==> config.mk <==
export PLATFORM = sky130hd
export DESIGN_NAME = frcr_ctrl
export DESIGN_NICKNAME = d
export VERILOG_FILES = /design/src/hw/rtl/frcr_pkg.sv /design/src/hw/rtl/frcr_ctrl.sv
export SDC_FILE = /design/constraint.sdc
export NUM_CORES = 1
export LEC_CHECK = 0
export BUFFER_PORTS_ARGS = -buffer_cell sky130_fd_sc_hd__buf_4
export CAP_MARGIN = 25
export CORE_AREA = 4 4 41 43
export CTS_BUF_LIST = sky130_fd_sc_hd__clkbuf_8
export DETAILED_ROUTE_END_ITERATION = 10
export DIE_AREA = 0 0 45 47
export PLACE_DENSITY_LB_ADDON = 0.25
export SETUP_SLACK_MARGIN = 0.5
export SLEW_MARGIN = 15
export SYNTH_ARGS = -nofsm -noshare
export SYNTH_HDL_FRONTEND = slang
export SYNTH_SLANG_ARGS = --single-unit
==> constraint.sdc <==
create_clock -name clk_i -period 1.55 [get_ports clk_i]
set_clock_uncertainty 0.05 [all_clocks]
set_input_delay 0.0775 -clock clk_i [delete_from_list [all_inputs] [get_ports clk_i]]
set_output_delay 0.0775 -clock clk_i [all_outputs]
set_load 0.01 [all_outputs]
==> src/hw/rtl/frcr_pkg.sv <==
package frcr_pkg;

  // Default frame store geometry
  localparam int unsigned MaxWidthDef  = 256;
  localparam int unsigned MaxHeightDef = 256;

  // Field widths
  localparam int unsigned DimW     = 9;
  localparam int unsigned DimMax   = (1 << DimW) - 1;
  localparam int unsigned PixW     = 24;
  localparam int unsigned BytesW   = 18;
  localparam int unsigned IdxW     = 3;
  localparam int unsigned CfgW     = 9;
  localparam int unsigned InDataW  = 24;
  localparam int unsigned OutDataW = 64;

  // Output row layout
  localparam int unsigned BytesPerPixel = 3;
  localparam int unsigned RowAlign      = 4;

  // Configuration register indexes
  localparam logic [IdxW-1:0] RegImageWidth   = 3'd0;
  localparam logic [IdxW-1:0] RegImageHeight  = 3'd1;
  localparam logic [IdxW-1:0] RegTransform    = 3'd2;
  localparam logic [IdxW-1:0] RegWindowTop    = 3'd3;
  localparam logic [IdxW-1:0] RegWindowLeft   = 3'd4;
  localparam logic [IdxW-1:0] RegWindowHeight = 3'd5;
  localparam logic [IdxW-1:0] RegWindowWidth  = 3'd6;

  // Request operation codes
  localparam logic OpLoad  = 1'b0;
  localparam logic OpFetch = 1'b1;

  // Transform modes
  localparam logic ModeCrop   = 1'b0;
  localparam logic ModeRotate = 1'b1;

  typedef struct packed {
    logic load_wr;
    logic fetch_take;
    logic calc_en;
    logic read_en;
    logic out_load;
  } cmd_t;

  typedef struct packed {
    logic out_free;
  } status_t;

  function automatic logic [DimW-1:0] clamp_dim(logic [DimW-1:0] v, logic [DimW-1:0] max_v);
    logic [DimW-1:0] r;
    r = v;
    if (v == '0) begin
      r = DimW'(1);
    end else if (v > max_v) begin
      r = max_v;
    end
    return r;
  endfunction

endpackage

==> src/hw/rtl/frcr_ctrl.sv <==
module frcr_ctrl (
  input  logic             clk_i,
  input  logic             rst_ni,
  input  logic             req_valid_i,
  input  logic             req_op_i,
  output logic             req_ready_o,
  input  frcr_pkg::status_t status_i,
  output frcr_pkg::cmd_t    cmd_o
);
  import frcr_pkg::*;

  typedef enum logic [3:0] {
    StIdle = 4'b0001,
    StCalc = 4'b0010,
    StRead = 4'b0100,
    StDone = 4'b1000
  } state_e;

  state_e state_q, state_d;
  logic   idle;

  assign idle        = (state_q == StIdle);
  assign req_ready_o = idle;

  always_comb begin
    cmd_o            = '0;
    cmd_o.load_wr    = idle && req_valid_i && (req_op_i == OpLoad);
    cmd_o.fetch_take = idle && req_valid_i && (req_op_i == OpFetch);
    cmd_o.calc_en    = (state_q == StCalc);
    cmd_o.read_en    = (state_q == StRead);
    cmd_o.out_load   = (state_q == StDone) && status_i.out_free;
  end

  always_comb begin
    state_d = state_q;
    unique case (state_q)
      StIdle: begin
        if (req_valid_i && (req_op_i == OpFetch)) state_d = StCalc;
      end
      StCalc: state_d = StRead;
      StRead: state_d = StDone;
      StDone: begin
        // hold the pixel until the output register frees up
        if (status_i.out_free) state_d = StIdle;
      end
      default: state_d = StIdle;
    endcase
  end

  always_ff @(posedge clk_i or negedge rst_ni) begin
    if (!rst_ni) begin
      state_q <= StIdle;
    end else begin
      state_q <= state_d;
    end
  end

endmodule

# After elaboration in Yosys (flattened, before gate mapping)
# Cells that the tools add are included.
totals:
  ff_bits: 4
  output_inout_bits: 6
  elab_cells: 17
  input_bits: 5
op_classes:
  n_reduce_logical: 6
  n_eq_ne: 6
  n_bitwise: 1
  mux: 3
ops:
  columns: ["cell", "n"]
  rows:
  - ["4-bit case mux with 4 select lines", 1]
  - ["4-bit two-way mux", 2]
  - ["1-bit logical AND", 5]
  - ["4-bit by 1-bit == test with 1-bit output (second input constant)", 1]
  - ["4-bit by 2-bit == test with 1-bit output (second input constant)", 1]
  - ["4-bit by 3-bit == test with 1-bit output (second input constant)", 1]
  - ["4-bit == test (second input constant)", 1]
  - ["2-bit by 1-bit inequality test with 1-bit output (second input constant)", 1]
  - ["2-bit inequality test (second input constant)", 1]
  - ["2-bit AND reduction", 1]
  - ["1-bit inverter", 1]

# Longest topological paths before layout
depth:
  depth_word: 3
  mapped_depth: 3
  ltp_nobuf: 3

# Least setup slack after synthesis
# Ideal clock, no wire load.
synth_path:
  path_type: "register to register"
  from: "register state_q[0]"
  to: "register state_q[0]"
  path_slack_ps: 242
  arrival_time_ps: 1176
  synth_period_minus_slack_ps: 1308
  n_path_buf: 0
  setup_ps: 82
  stages_incl_launch_ff: 4
  required_ps: 1418
  path_cell_list: "dfstp_2 > nor4b_4 > and3_4 > nor3_2"
synth_via:
  elab_chain_cells: 3
  word_cells_on_any_way: 8
  classes_between: "eq/ne (6); mux (1); reduce/logical (1)"
synth_lines:
  columns: ["item", "line_no", "text"]
  rows:
  - ["start, declared", "frcr_ctrl.sv:19", "state_e state_q, state_d;"]
  - ["start signal, assigned", "frcr_ctrl.sv:52", "state_q <= StIdle;"]
  - ["start signal, assigned", "frcr_ctrl.sv:54", "state_q <= state_d;"]
  - ["4-bit by 1-bit == test with 1-bit output (*)", null, null]
  - ["named net req_ready_o", "frcr_ctrl.sv:6", "output logic req_ready_o,"]
  - ["2-bit by 1-bit inequality test with 1-bit output (no line)", null, null]
  - ["2-bit AND reduction (no line)", null, null]
# The timed path passes the listed nets; every way through them passes the cells marked *.
# A chain may end at the register's enable or synchronous reset.

==> metrics <==
TritonCTS Buffers 3; die span in x 45 µm; row cnt 13; DRT antenna net count 0; slowest stage delay, CP between 0.5 and 0.6 ns; Max VDD drop ~0.43 mV; total clock sinks 4; vias in the first global route ~280; drt pass-1 iters 2; WL/cell approximately 12 µm; CP top delay family flip-flops; crit share post-route 93.8%; status complete, no violations; Initial Utilization 19.3%; Crit path arrival time 1.33 ns; WL final approximately 740 µm; CP Max Fanout 3; Max Root-Sink Buffers 2; post-DP HPWL approximately 440 µm; final max-slew violation count 0; setup TNS 0 ns; CP Class flop to output pin; max FFs per register 4; CP startpoint kind flop; root buffer cell clkbuf_8; Syn Nets 27; Relative slew margins 82.6%; initial antenna violation count 0; Total Routing Usage GR 8.08%; maxcap violations 0; unique cell type count in the Yosys netlist 16; #FFs+latches synth 4; Tmin final around 1.5 ns; Mapped Area 251 µm²; I/O pins 11; number of I/O port buffers 10; share of cells above drive strength 1 ~85%; Post-route DRC 0; Fin. Hold Viols 0; Net count, final 52; Max Clk Rate just under 700 MHz; CP cell instances nor4b_4 -> and3_4 -> buf_6; Worst-Skew Late Latency roughly 0.22 ns; grt ovf 0; Setup crit end kind output pin; CP max-delay cell dfstp_2; flop2flop setup slack about 0.21 ns; Synth Warn # 0; Synth Area per Inst about 11 µm²; initial DRC count 1; Clock transition at path regs approximately 0.030 ns; # diodes 0; Syn-to-layout area delta 116%; hold crit path type input pin to flop; first-pass GRT wire length 1130 µm; unrepaired setup endpoints after global routing true; leak pwr around 0.24 nW; largest net degree at the start of global routing 8; via/cell ratio between 4 and 5; H-tree depth 1; register area share after synthesis roughly two fifths; measured slew at the worst slew-check pin around 0.26 ns; CORE AREA roughly 1300 µm²; PwrDens approximately 870 nW/µm²; cell count after synthesis 22; sum of buffers and inverters on the critical path 1; Die Area roughly 2100 µm²; total power ~0.47 mW; chip height about 47 µm; # setup viols final 0; critical path data required time 1.42 ns; gpl congestion slightly above 0.6; CTS tree built; via count around 270; top flop regs state_q x4; Biggest register state_q
==> report_power, final <==
part	switching, mW	total (mW)	internal [mW]
registers	0.00864	0.122	0.114
logic	0.0458	0.125	0.0794
clock network	0.0567	0.226	0.169
total	0.111	0.473	0.362
==> path summary, 6_finish.rpt <==
path	start	endpoint	depth (start not counted)
setup / recovery	state_q[0]	cmd_o[3]	3
hold / removal	req_op_i	state_q[1]	2
setup reg to reg	state_q[0]	state_q[0]	5
hold reg to reg	state_q[3]	state_q[2]	2
max in group asynchronous	rst_ni	state_q[0]	2
min in group asynchronous	rst_ni	state_q[2]	2
==> cells in the mapped netlist <==
cell type / instances / share of area (%)
dfstp_2: 1 / 10
nor2_1: 2 / 3.0
dfrtp_1: 3 / 30
a21boi_1: 1 / 3.0
xnor2_1: 1 / 3.5
nand2b_1: 1 / 2.5
and3_1: 1 / 2.5
buf_4: 1 / 3.0
nand2_1: 1 / 1.5
and4b_2: 1 / 4.5
or3b_1: 1 / 3.5
nor4b_1: 2 / 7.0
and3_4: 1 / 4.5
nor3_2: 2 / 8.0
nor3_1: 2 / 4.0
nor4b_4: 1 / 9.5
==> what timing repair did <==
| action | 4_1_cts | 5_1_grt |
|---|---|---|
| setup endpoints to repair | 9 | 10 |
| gates resized for setup | 11 | 6 |
| endpoints found under the hold margin | 4 | 0 |
| pin swaps | 6 | 3 |
| hold buffers | 1 | 0 |
| buffers inserted | 6 | 4 |
==> layout make-up <==
type                            instances  area (µm²)
Fill cell                             139         757
Timing Repair Buffer                   21         190
Multi-Input combinational cell         17         185
Sequential cell                         4         105
Clock buffer                            3        41.3
Tap cell                               15        18.8
Clock inverter                          1        3.75
==> stage by stage <==
step	util, %	area [µm²]	hold slack, ns	setup slack (ns)	std cells
2_1_floorplan	-	255	-0.268	0.244	22
3_3_place_gp	26.3	342	-0.179	0.223	46
3_5_place_dp	26.3	342	-0.177	0.205	46
4_1_cts	37.6	489	0.0912	0.0850	57
5_1_grt	41.8	544	0.0840	0.0342	61
6_report	41.8	544	0.0834	0.0965	61
==> cells in the final DEF, fill, tap and decap left out <==
master	synthesis	final
nor4b_2	0	1
nor2_1	2	1
buf_6	0	8
nor3_2	2	3
xnor2_1	1	1
dlygate4sd3_1	0	1
buf_4	1	12
and4b_2	1	1
inv_1	0	1
clkbuf_8	0	3
dfrtp_2	0	3
and3_1	1	1
or3b_4	0	1
nor2_2	0	1
nand2_1	1	1
nor3_1	2	1
nor4b_4	1	2
nand2b_4	0	1
a21boi_2	0	1
dfstp_2	1	1
and3_4	1	1
==> cell families after synthesis <==
family                 after synthesis  synth area share [%]
buffers and inverters                1                  2.99
AND/OR/NAND/NOR                     15                  50.3
flip-flops                           4                  40.3
XOR/XNOR                             1                  3.48
AO/OA/AOI/OAI                        1                  2.99
==> routing by layer <==
metal / track usage, % / wire length [µm] / vias up
met5: 0 / 0 / -
met4: 8.77 / 19 / 0
met3: 3.45 / 79 / 2
met2: 12.4 / 392 / 11
met1: 7.80 / 253 / 124
li1: - / - / 131
(Power assumes the default switching activity.)
